File: src/rtl/mdt_pkg.sv
`default_nettype none

package mdt_pkg;

   localparam int TABLE_DEPTH   = 32;
   localparam int KEY_BYTES     = 6;
   localparam int KEY_W         = 8 * KEY_BYTES;
   localparam int TIME_W        = 48;
   localparam int IDENT_W       = 16;
   localparam int SLOT_W        = $clog2(TABLE_DEPTH);
   localparam int CNT_W         = $clog2(TABLE_DEPTH + 1);
   localparam int SLOT_FIELD_W  = 5;
   localparam int COUNT_FIELD_W = 6;

   typedef enum logic [1:0] {
      REQ_TOUCH    = 2'd0,
      REQ_FIND     = 2'd1,
      REQ_REMOVE   = 2'd2,
      REQ_RESERVED = 2'd3
   } req_code_type;

   typedef enum logic [1:0] {
      ST_FOUND     = 2'd0,
      ST_CREATED   = 2'd1,
      ST_NOT_FOUND = 2'd2,
      ST_FULL      = 2'd3
   } status_code_type;

   typedef enum logic [1:0] {
      WR_NONE    = 2'd0,
      WR_CREATE  = 2'd1,
      WR_REFRESH = 2'd2,
      WR_REMOVE  = 2'd3
   } wr_op_type;

   typedef struct packed {
      req_code_type       req_type;
      logic [KEY_W-1:0]   mac_addr;
      logic [TIME_W-1:0]  now_time;
   } req_item_type;

   typedef struct packed {
      status_code_type          status;
      logic [SLOT_FIELD_W-1:0]  slot_index;
      logic [IDENT_W-1:0]       device_ident;
      logic [TIME_W-1:0]        seen_time;
      logic [TIME_W-1:0]        created_time;
      logic [COUNT_FIELD_W-1:0] entry_count;
   } rsp_item_type;

   // search token handed from cell to cell
   typedef struct packed {
      logic               active;
      logic [KEY_W-1:0]   key;
      logic               hit;
      logic [SLOT_W-1:0]  hit_slot;
      logic [IDENT_W-1:0] hit_ident;
      logic [TIME_W-1:0]  hit_seen;
      logic [TIME_W-1:0]  hit_created;
      logic               free;
      logic [SLOT_W-1:0]  free_slot;
   } probe_type;

   // write-back broadcast to every cell
   typedef struct packed {
      wr_op_type          op;
      logic [SLOT_W-1:0]  slot;
      logic [KEY_W-1:0]   key;
      logic [IDENT_W-1:0] ident;
      logic [TIME_W-1:0]  now;
   } write_cmd_type;

endpackage

`default_nettype wire

File: src/rtl/mdt_cell.sv
`default_nettype none

module mdt_cell
   import mdt_pkg::*;
(
   input  wire logic              clock,
   input  wire logic              reset,
   input  wire logic [SLOT_W-1:0] cell_index,
   input  wire probe_type         tok_i,
   input  wire write_cmd_type     wr_i,
   output probe_type              tok_o
);

   logic               valid_ff;
   logic [KEY_W-1:0]   key_ff;
   logic [IDENT_W-1:0] ident_ff;
   logic [TIME_W-1:0]  seen_ff;
   logic [TIME_W-1:0]  created_ff;
   probe_type          tok_ff;
   probe_type          tok_in;
   logic               sel;
   logic               match;

   assign sel   = (wr_i.op != WR_NONE) && (wr_i.slot == cell_index);
   assign match = valid_ff && (key_ff == tok_i.key);

   always_comb begin
      tok_in = tok_i;
      if (tok_i.active) begin
         // lowest matching slot wins: the first cell to hit marks the token
         if (!tok_i.hit && match) begin
            tok_in.hit         = 1'b1;
            tok_in.hit_slot    = cell_index;
            tok_in.hit_ident   = ident_ff;
            tok_in.hit_seen    = seen_ff;
            tok_in.hit_created = created_ff;
         end
         if (!tok_i.free && !valid_ff) begin
            tok_in.free      = 1'b1;
            tok_in.free_slot = cell_index;
         end
      end
   end

   always_ff @(posedge clock) begin
      if (reset) begin
         tok_ff.active <= 1'b0;
      end else begin
         tok_ff <= tok_in;
      end
   end

   always_ff @(posedge clock) begin
      if (reset) begin
         valid_ff <= 1'b0;
      end else if (sel) begin
         case (wr_i.op)
            WR_CREATE: valid_ff <= 1'b1;
            WR_REMOVE: valid_ff <= 1'b0;
            default:   valid_ff <= valid_ff;
         endcase
      end
   end

   always_ff @(posedge clock) begin
      if (sel) begin
         case (wr_i.op)
            WR_CREATE: begin
               key_ff     <= wr_i.key;
               ident_ff   <= wr_i.ident;
               seen_ff    <= wr_i.now;
               created_ff <= wr_i.now;
            end
            WR_REFRESH: begin
               seen_ff <= wr_i.now;
            end
            default: begin
               seen_ff <= seen_ff;
            end
         endcase
      end
   end

   assign tok_o = tok_ff;

endmodule

`default_nettype wire

File: config.mk
export PLATFORM = sky130hd
export DESIGN_NAME = mdt_cell
export DESIGN_NICKNAME = d
export VERILOG_FILES = /design/src/rtl/mdt_pkg.sv /design/src/rtl/mdt_cell.sv
export SDC_FILE = /design/constraint.sdc
export NUM_CORES = 1
export LEC_CHECK = 0
export BUFFER_PORTS_ARGS = -buffer_cell sky130_fd_sc_hd__buf_2
export CORE_MARGIN = 1.5
export CORE_UTILIZATION = 38
export DETAILED_ROUTE_END_ITERATION = 12
export REMOVE_ABC_BUFFERS = 1
export SETUP_SLACK_MARGIN = 0.2
export SYNTH_ARGS = -nofsm -noshare
export SYNTH_HDL_FRONTEND = slang
export SYNTH_SLANG_ARGS = --single-unit
File: constraint.sdc
create_clock -name clock -period 7.45 [get_ports clock]
set_input_delay 0.3725 -clock clock [delete_from_list [all_inputs] [get_ports clock]]
set_output_delay 0.3725 -clock clock [all_outputs]
set_load 0.01 [all_outputs]
# After elaboration in Yosys (flattened, before gate mapping)
# Cells that the tools add are included.
# Widths: inputs -> output; s select.
[op_classes]
eq_ne = 5
n_mux = 4
n_reduce_logical = 13
[ops]
columns = ["cell", "count"]
rows = [
  ["$mux 124", 1],
  ["$mux 118", 1],
  ["$eq 48x48->1", 1],
  ["$mux 6", 1],
  ["$reduce_and 2->1", 3],
  ["$eq 5x5->1", 1],
  ["$eq 2x2->1 const B", 2],
  ["$logic_and 1x1->1", 4],
  ["$reduce_bool 2->1", 2],
  ["$logic_not 1->1", 3],
  ["$eq 2x1->1 const B", 1],
  ["$pmux 1 s2", 1],
  ["$reduce_or 2->1", 1],
]
[word_totals]
regBits = 334
out_inout_bits = 173

# Longest topological paths before layout
# Gate-level depths: netlist of the first run.
[logic_depth]
ltp_word = 5
mapped_depth = 8

# Worst setup path after synthesis of the first run
# No wires, ideal clock.
[synth_path]
kind = "input to register"
start = "input reset"
end = "register tok_ff (netlist bit tok_o[0]) (enable)"
setup_ns = 0.523
arrival_time_ns = 3.689
required_ns = 6.927
setup_slack_ns = 3.237
cell_stages = 1
n_path_buf = 0
cell_sequence = "inv_1"
[synth_rtl]
columns = ["element", "line", "rtl"]
rows = [
  ["start: declaration", "mdt_cell.sv:7", "input wire logic reset,"],
  ["end signal: assignment", "mdt_cell.sv:49", "tok_ff <= tok_in;"],
  ["end: declaration", "mdt_cell.sv:19", "probe_type tok_ff;"],
]
# No word-level cell between the ends.

==> results of run 1 <==
sequential cells by signal, indices dropped and copies added (netlist names):
register	flops
created_ff	48
key_ff	48
ident_ff	16
seen_ff	48
valid_ff	1
tok_o	173
synth_stat cells:
library cell  instances
a2111oi_0             1
a2111o_1              1
ha_1                  3
a211oi_1              1
xor2_1               26
xnor2_1              12
inv_1                17
o2111ai_1             1
buf_2                 8
a22oi_1               2
a222oi_1              1
and2_1                2
nand4_1               5
buf_4                 4
nor3_1                3
o31ai_1               1
and4_1                1
mux2_2               92
nand2b_1              5
a22o_1                1
nand2_1               1
nand3_1               1
edfxtp_1            332
nor2b_1               4
nor4_4                1
dfxtp_1               2
mux2_1               30
nor4_1                6
o22ai_1               6
nor2_1                4
through the flow:
stage	cell area, um2	instances	setup WS, ps	utilization	hold WS [ps]
final	16100	1509	3620	0.510	35.9
after floorplan	12100	562	1800	-	444
after detailed placement	15000	1440	3400	0.477	519
after global placement	15000	1440	3460	0.477	509
after global routing	16100	1507	3460	0.510	8.63
after CTS	16100	1500	3530	0.509	13.8
cell usage in the layout (no fill, tap or decap), types with 2 or more instances in the layout:
cell / count
buf_2: 471
edfxtp_1: 332
mux2_2: 92
clkbuf_16: 37
mux2_1: 30
xor2_1: 26
inv_1: 16
xnor2_1: 12
clkbuf_1: 11
diode_2: 9
nor4_1: 6
o22ai_1: 6
clkinv_1: 6
nand2b_1: 5
nand4_1: 5
buf_4: 5
nor2_1: 4
nor2b_1: 4
nor3_1: 3
inv_6: 3
ha_1: 3
clkinv_2: 3
a22oi_1: 2
dfxtp_1: 2
per-layer routing:
| layer | vias up | share of wire | track usage |
|---|---|---|---|
| met5 | - | 0.0020 | 0 |
| met4 | 8 | 0.029 | 0.0684 |
| met3 | 68 | 0.095 | 0.0663 |
| met2 | 311 | 0.50 | 0.308 |
| met1 | 3407 | 0.38 | 0.208 |
| li1 | 3282 | - | - |
kinds of logic (layout without fill, tap and decap cells):
kind of cell / after synthesis / after routing / share of synthesized area
flip-flops: 334 / 334 / 0.820
multiplexers: 122 / 122 / 0.113
XOR/XNOR: 38 / 38 / 0.0273
AND/OR/NAND/NOR: 33 / 33 / 0.0169
buffers and inverters: 29 / 553 / 0.0110
AO/OA/AOI/OAI: 15 / 15 / 0.00943
adder cells (fa/ha/maj): 3 / 3 / 0.00307
other: 0 / 9 / 0
path summary, 6_finish.rpt:
check	startpoint	to	slack (ps)	depth (start not counted)
hold reg to reg	ident_ff[14]$_DFFE_PP_	tok_o[116]$_DFFE_PN_	530	1
hold / removal	wr_i[68]	key_ff[4]$_DFFE_PP_	40	1
setup / recovery	key_ff[34]$_DFFE_PP_	tok_o[16]$_DFFE_PN_	3620	8
setup reg to reg	key_ff[34]$_DFFE_PP_	tok_o[16]$_DFFE_PN_	3620	8
worst max-delay path: stages, from the launching register on:
cell	delay [ps]
edfxtp_1	370
xor2_1	150
nor4_1	420
and4_1	240
nand4_1	150
nor4_4	310
buf_4	640
buf_4	790
mux2_2	410
report_power, final:
| group | switching [uW] | internal [uW] | leakage (uW) |
|---|---|---|---|
| Combinational | 152 | 137 | 0.00265 |
| Sequential | 22.6 | 2160 | 0.00314 |
| Clock | 688 | 909 | 0.000499 |
| Total | 862 | 3210 | 0.00629 |
layout make-up:
class                      instances  area (um2)
fill                            2711       15500
sequential                       334       10000
timing repair buffer             476        2390
multi-input combinational        211        2070
clock buffer                      48         967
tap                              402         503
inverter                          17        68.8
clock inverter                    12        62.6
antenna                            9        22.5
==> results_dict.tcl, run 1 <==
set metrics [dict create \
    syn_inst 574 \
    fp.dieH_um 182 \
    drtIter0Drc 311 \
    antenna_found_initial 14 \
    cp-start-kind "register" \
    drt_first_pass_iters 4 \
    globalplace.congestion 0.845 \
    postCtsHoldBufs 0 \
    drt_wl_total_mm 31.1 \
    report.final.slew_viol_count 0 \
    die_area_um2 33200 \
    drc 0 \
    drive_gt1_frac 0.560 \
    grt_usage 0.181 \
    grt_pass1_vias 7261 \
    fmax_mhz 261 \
    viasPerCell 4.69 \
    areaGrowthSynthToFinish_pct 31.9 \
    ys_seq_area_frac 0.820 \
    dp_hpwl_mm 22.3 \
    synth_cell_type_count 30 \
    p_leak_uw 0.00629 \
    path_class "register to register" \
    hold_viol 0 \
    clock-sinks 334 \
    rsz0062_at_grt "no" \
    cts_buffers 36 \
    ys_top_cells_by_area "edfxtp_1 82%, mux2_2 8.5%, mux2_1 2.8%, xor2_1 1.9%, xnor2_1 0.86%" \
    critPathRequiredTime_ps 7700 \
    worstHoldPathType "primary input to register" \
    power_uw 4070 \
    ir_worst_vdd_v 0.000178 \
    num_vias 7076 \
    finalSetupTns_ps 0 \
    min_period_ps 3830 \
    clk-insertion-delay-late_ps 510 \
    p_per_area_nw_per_um2 253 \
    grt_max_degree 107 \
    avgRoutedWirePerCell_um 20.6 \
    period_share 0.513 \
    final_antenna_net_count 0 \
    fin_skew_ps 9.45 \
    die_w_um 182 \
    clkSlewWorstSetupHoldPaths_ps 60 \
    worst_pin_slew_ps 1040 \
    cts_tree "done" \
    relSlewSlack 0.309 \
    initial_core_util 0.387 \
    setup_viol 0 \
    io_pins 472 \
    end_kind "register" \
    maxCapViolations 0 \
    synth_area_um2 12200 \
    synth_top_area_cell "edfxtp_1" \
    grt_overflow 0 \
    fp-row-count 65 \
    cts_resized 0 \
    outcome "completed" \
    grt_pass1_wl_mm 44.5 \
    clock_path_buffers 3 \
    post_cts_buffers 0 \
    nets 1378 \
    yosys.area.top_type_share 0.817 \
    synth.avg_cell_area_um2 21.3 \
    worstPathMaxFanout 62 \
    yosys_warnings 0 \
    cts_root_buffer "clkbuf_16" \
    core_area_um2 31600 \
    htree_levels 2 \
    io_buffer_count 471 \
    ys_seq_elements 334 \
    crit_arrival_ps 4080 \
]
Note: power is estimated with default switching activity, not from simulation.
==> run 2: changes to the inputs <==
- PLACE_DENSITY: default -> 0.67
- clock period: 7.45 -> 3.1 ns (I/O delays scaled with it)
==> run 2 against run 1 <==
Combinational power rose to 3.5 times the previous value. Clock-buffer cell count rose by 2. Sequential power rose by 140%. Via count rose by 21%. Non-clock buffer count rose by 306. Clock power rose to 2.5 times the previous value. Hold slack got worse by 4.8 ps. Die area did not move. Routed wire length rose by 14%. Critical endpoint is now tok_o[78]$_DFFE_PN_. Largest cell class unchanged.
==> results_dict.tcl, run 2 (synthesized netlist as in run 1, its figures left out) <==
set metrics [dict create \
    p_per_area_nw_per_um2 534 \
    grt_overflow 0 \
    ff_latch_area_um2 10000 \
    rsz0062_at_grt "no" \
    drc 0 \
    grt_usage 0.206 \
    worstPathMaxFanout 17 \
    report.final.slew_viol_count 0 \
    htree_levels 2 \
    grt_pass1_vias 9380 \
    largest_reg_flops 173 \
    drtIter0Drc 412 \
    multi_input_area_um2 2080 \
    final_cell_mix "471 x buf_2, 332 x edfxtp_1, 289 x dlygate4sd3_1" \
    worstHoldPathType "primary input to register" \
    clkSlewWorstSetupHoldPaths_ps 60 \
    min_period_ps 2780 \
    wl_met3_mm 2.37 \
    antenna_found_initial 1 \
    clock_path_buffers 3 \
    num_vias 8547 \
    p_leak_uw 0.00764 \
    layout_setup_ws_ps 320 \
    top_layer "met4" \
    initial_core_util 0.387 \
    crit_arrival_ps 3020 \
    ir_worst_vdd_v 0.000486 \
    avgRoutedWirePerCell_um 19.6 \
    setup_viol 0 \
    io_buffer_count 471 \
    slowest_delay_ps 390 \
    nets 1684 \
    drive_gt1_frac 0.451 \
    core_area_um2 31600 \
    drt_wl_total_mm 35.5 \
    final_common_cell "buf_2" \
    die_area_um2 33200 \
    placedCellCount 1448 \
    hold_viol 0 \
    final_antenna_net_count 0 \
    cts_root_buffer "clkbuf_16" \
    fin_skew_ps 15.6 \
    fp-row-count 65 \
    final_core_util 0.611 \
    crit_chain "xor2_1 > nor4_2 > and4_1 > nand4_1 > nor4_4 > clkbuf_16 > buf_4 > mux2_2" \
    wl_met1_mm 13.2 \
    critPathRequiredTime_ps 3340 \
    met2_length_mm 18.9 \
    fp.dieH_um 182 \
    grt_pass1_wl_mm 52.0 \
    clock-sinks 334 \
    globalplace.congestion 0.770 \
    grt_max_degree 107 \
    end_kind "register" \
    relSlewSlack 0.570 \
    outcome "completed" \
    nFillCells 2271 \
    areaGrowthSynthToFinish_pct 57.9 \
    period_share 0.897 \
    viasPerCell 4.73 \
    drt_first_pass_iters 5 \
    cp-start-kind "register" \
    io_pins 472 \
    clk-insertion-delay-late_ps 500 \
    slowest_stage "edfxtp_1" \
    dp_hpwl_mm 21.2 \
    maxCapViolations 0 \
    path_class "register to register" \
    fmax_mhz 360 \
    dp_slack_ps 266 \
    cts_tree "done" \
    cts_buffers 36 \
    die_w_um 182 \
    worst_pin_slew_ps 646 \
    instances_no_fill 1808 \
]
[run 2: changes by cell type in the layout (fill, tap and decap cells not counted), sizes merged, moves of 2 or more]
cell,previous run,this run
bufinv,0,2
buf,476,492
dlygate4sd3,0,289
clkbuf,48,51
diode,9,1
inv,19,17
[run 2: worst paths after layout]
kind                          from                   to  slack [ps]  depth (start not counted)
max           key_ff[34]$_DFFE_PP_  tok_o[78]$_DFFE_PN_         320                          8
min                  cell_index[1]   tok_o[1]$_DFFE_PN_          30                          2
max reg2reg   key_ff[34]$_DFFE_PP_  tok_o[78]$_DFFE_PN_         320                          8
min reg2reg  seen_ff[40]$_DFFE_PP_  tok_o[94]$_DFFE_PN_         530                          1
[run 2: critical path, delay by kind of cell (launching register included)]
kind                      cells  cell delay [ps]
xor gates and xnor gates      1              170
buffers and inverters         2              510
muxes                         1              360
DFF                           1              390
and+or+nand+nor               4             1080
[run 2: layout make-up]
| type | count | share of cell area |
|---|---|---|
| diodes | 1 | 0.000130 |
| clock buffers | 50 | 0.0506 |
| clock inverters | 11 | 0.00526 |
| inverters | 17 | 0.00357 |
| multi-input cells | 211 | 0.108 |
| flip-flops and latches | 334 | 0.519 |
| well taps | 402 | 0.0261 |
| repair buffers | 782 | 0.287 |
[run 2: per-stage QoR]
stage | cell area [um2] | setup TNS (ps) | hold slack (ps) | total power, uW
after floorplan | 12100 | -522990 | 227 | 5610
after global placement | 15200 | 0 | 332 | 6040
after detailed placement | 15200 | 0 | 333 | 6050
after CTS | 19200 | 0 | 6.09 | 10400
after global routing | 19300 | 0 | 18.1 | 10600
final | 19300 | 0 | 31.1 | 10300
[run 2: what timing repair did]
item | 4_1_cts | 5_1_grt
hold endpoints to repair | 333 | 0
buffers inserted | 0 | 8
gates resized for setup | 0 | 3
setup endpoints to repair | 0 | 86
hold buffers | 289 | 0
[run 2: report_power, final]
group	switching (uW)	total, uW	internal (uW)
Combinational	445	1020	574
Sequential	61.3	5260	5200
Clock	1650	4010	2350
[run 2: layer usage]
layer / GRT usage / vias up
met3: 0.0445 / 70
li1: - / 3879
met2: 0.386 / 392
met4: 0.0754 / 0
met1: 0.229 / 4206
met5: 0 / -
==> run 3: changes to the inputs <==
- CORE_ASPECT_RATIO: default -> 0.9
- GPL_TIMING_DRIVEN: default -> 0
- SKIP_LAST_GASP: default -> 1
==> run 3 against run 2 <==
Hold slack better by 7.6 ps. Final cell count is 3.3% higher. Clock skew is 0.54 ps higher. Setup slack worse by 160 ps. Routed wire length is 2.3% higher. Total power is 0.39% lower.
==> results_dict.tcl, run 3 (synthesized netlist as in run 1, its figures left out) <==
set metrics [dict create \
    p_clk_frac 0.385 \
    clock_path_buffers 3 \
    dp_hpwl_mm 21.2 \
    r2r_cells 12 \
    ir_worst_vdd_v 0.000459 \
    nets 1720 \
    outcome "completed" \
    hold_ws_ps 38.7 \
    drive_gt1_frac 0.475 \
    largest_reg_flops 173 \
    wl_met1_mm 13.2 \
    cts_root_buffer "clkbuf_16" \
    p_per_area_nw_per_um2 513 \
    layout_setup_ws_ps 156 \
    grt_overflow 0 \
    fp-row-count 62 \
    worstHoldPathType "primary input to register" \
    met2_length_mm 19.0 \
    core_area_um2 31800 \
    path_class "register to register" \
    drt_first_pass_iters 4 \
    grt_pass1_vias 9565 \
    grt_max_degree 89 \
    final_cell_mix "471 x buf_2, 332 x edfxtp_1, 295 x dlygate4sd3_1" \
    switching_power_uw 2210 \
    r2r-start "key_ff[37]$_DFFE_PP_" \
    initial_core_util 0.384 \
    period_share 0.950 \
    maxCapViolations 0 \
    die_area_um2 33200 \
    rsz0062_at_grt "yes" \
    report.final.slew_viol_count 0 \
    htree_levels 2 \
    dp_slack_ps -424 \
    cts_tree "done" \
    fin_skew_ps 16.2 \
    antenna_found_initial 8 \
    final_common_cell "buf_2" \
    drt_wl_total_mm 36.3 \
    r2r_end "tok_o[24]$_DFFE_PN_" \
    sw_frac_of_total 0.215 \
    cts_buffers 35 \
    setup_viol 0 \
    drtIter0Drc 370 \
    grt_pass1_wl_mm 51.1 \
    critPathRequiredTime_ps 3370 \
    clkSlewWorstSetupHoldPaths_ps 60 \
    viasPerCell 4.66 \
    ff2ff_setup_slack_ps 160 \
    io_pins 472 \
    num_vias 8700 \
    min_path_cells 2 \
    fp.dieH_um 173 \
    io_buffer_count 471 \
    relSlewSlack 0.432 \
    top_layer "met4" \
    crit_arrival_ps 3210 \
    worstPathMaxFanout 7 \
    worst_pin_slew_ps 852 \
    clk-insertion-delay-late_ps 520 \
    avgRoutedWirePerCell_um 19.4 \
    cp-start-kind "register" \
    seqPwrFrac 0.513 \
    wl_met3_mm 2.81 \
    pwr-share-comb 0.103 \
    end_kind "register" \
    clock-sinks 334 \
    min_period_ps 2940 \
    drc 0 \
    hold-path-endpoint "tok_o[118]$_DFFE_PN_" \
    areaGrowthSynthToFinish_pct 63.5 \
    final_antenna_net_count 0 \
    die_w_um 192 \
    globalplace.congestion 0.797 \
    p_leak_uw 0.00802 \
    hold_viol 0 \
    fmax_mhz 340 \
    grt_usage 0.203 \
    p_int_uw 8040 \
    min_from "cell_index[0]" \
]
run 3: changes by cell type in the layout (fill, tap and decap cells not counted), sizes merged:
cell / delta
diode: +7
and2: +1
clkbuf: -2
bufinv: -1
clkinv: +3
buf: +29
inv: +3
dlygate4sd3: +6
run 3: worst max-delay path by stage:
| stage | from | end | slack (ps) | depth (start not counted) |
|---|---|---|---|---|
| 2_1_floorplan | key_ff[20]$_DFFE_PP_ | tok_o[10]$_DFFE_PN_ | -2550 | 5 |
| 3_3_place_gp | key_ff[20]$_DFFE_PP_ | tok_o[26]$_DFFE_PN_ | -5450 | 5 |
| 3_5_place_dp | key_ff[20]$_DFFE_PP_ | tok_o[21]$_DFFE_PN_ | -420 | 10 |
| 4_1_cts | key_ff[2]$_DFFE_PP_ | tok_o[123]$_DFFE_PN_ | 150 | 15 |
| 5_1_grt | key_ff[37]$_DFFE_PP_ | tok_o[24]$_DFFE_PN_ | 70 | 12 |
| 6_report | key_ff[37]$_DFFE_PP_ | tok_o[24]$_DFFE_PN_ | 160 | 12 |
run 3: timing repair:
| item | CTS | global route |
|---|---|---|
| cloned | 1 | 3 |
| resized for setup | 24 | 55 |
| buffers inserted | 24 | 12 |
| hold buffers | 295 | 0 |
| pin swaps | 3 | 6 |
| endpoints found under the setup margin | 96 | 83 |
| hold endpoints to repair | 334 | 0 |
run 3: worst max-delay path: stages (launching register included):
cell	delay [ps]
edfxtp_1	400
xor2_1	190
nor4_2	350
and4_1	240
nand4_1	150
nor4_4	360
buf_8	150
buf_12	100
buf_12	90
buf_12	110
buf_12	110
buf_12	130
mux2_4	310
run 3: through the flow:
| step | instance area [um2] | power [uW] | cells | utilization | setup TNS, ps |
|---|---|---|---|---|---|
| final | 20000 | 10200 | 1868 | 0.628 | 0 |
| after global routing | 20000 | 10600 | 1868 | 0.628 | 0 |
| after CTS | 19600 | 10300 | 1845 | 0.616 | 0 |
| after detailed placement | 15200 | 6040 | 1462 | 0.479 | -11390 |
| after global placement | 15000 | 6040 | 1449 | 0.472 | -1385790 |
| after floorplan | 12100 | 5610 | 562 | - | -522990 |
run 3: per-layer routing:
layer  GRT usage  vias up
met2       0.367      365
met3      0.0631       99
met4      0.0967        0
li1            -     3964
met5           0        -
met1       0.212     4272
run 3: area by class of cell:
| type | instances | area (um2) |
|---|---|---|
| clock buffer | 47 | 951 |
| timing repair buffer | 818 | 6010 |
| clock inverter | 16 | 111 |
| multi-input combinational | 212 | 2270 |
| antenna | 8 | 20.0 |
| inverter | 17 | 71.3 |
| sequential | 334 | 10000 |
| tap | 416 | 520 |
| fill | 2210 | 11800 |
run 3: power by group through the flow:
stage                     Combinational, uW  Clock [uW]  Sequential [uW]
final                                  1050        3940             5250
after global routing                   1120        4190             5270
after CTS                              1010        4020             5250
after detailed placement                702           0             5340
after global placement                  682           0             5360
after floorplan                         144           0             5460
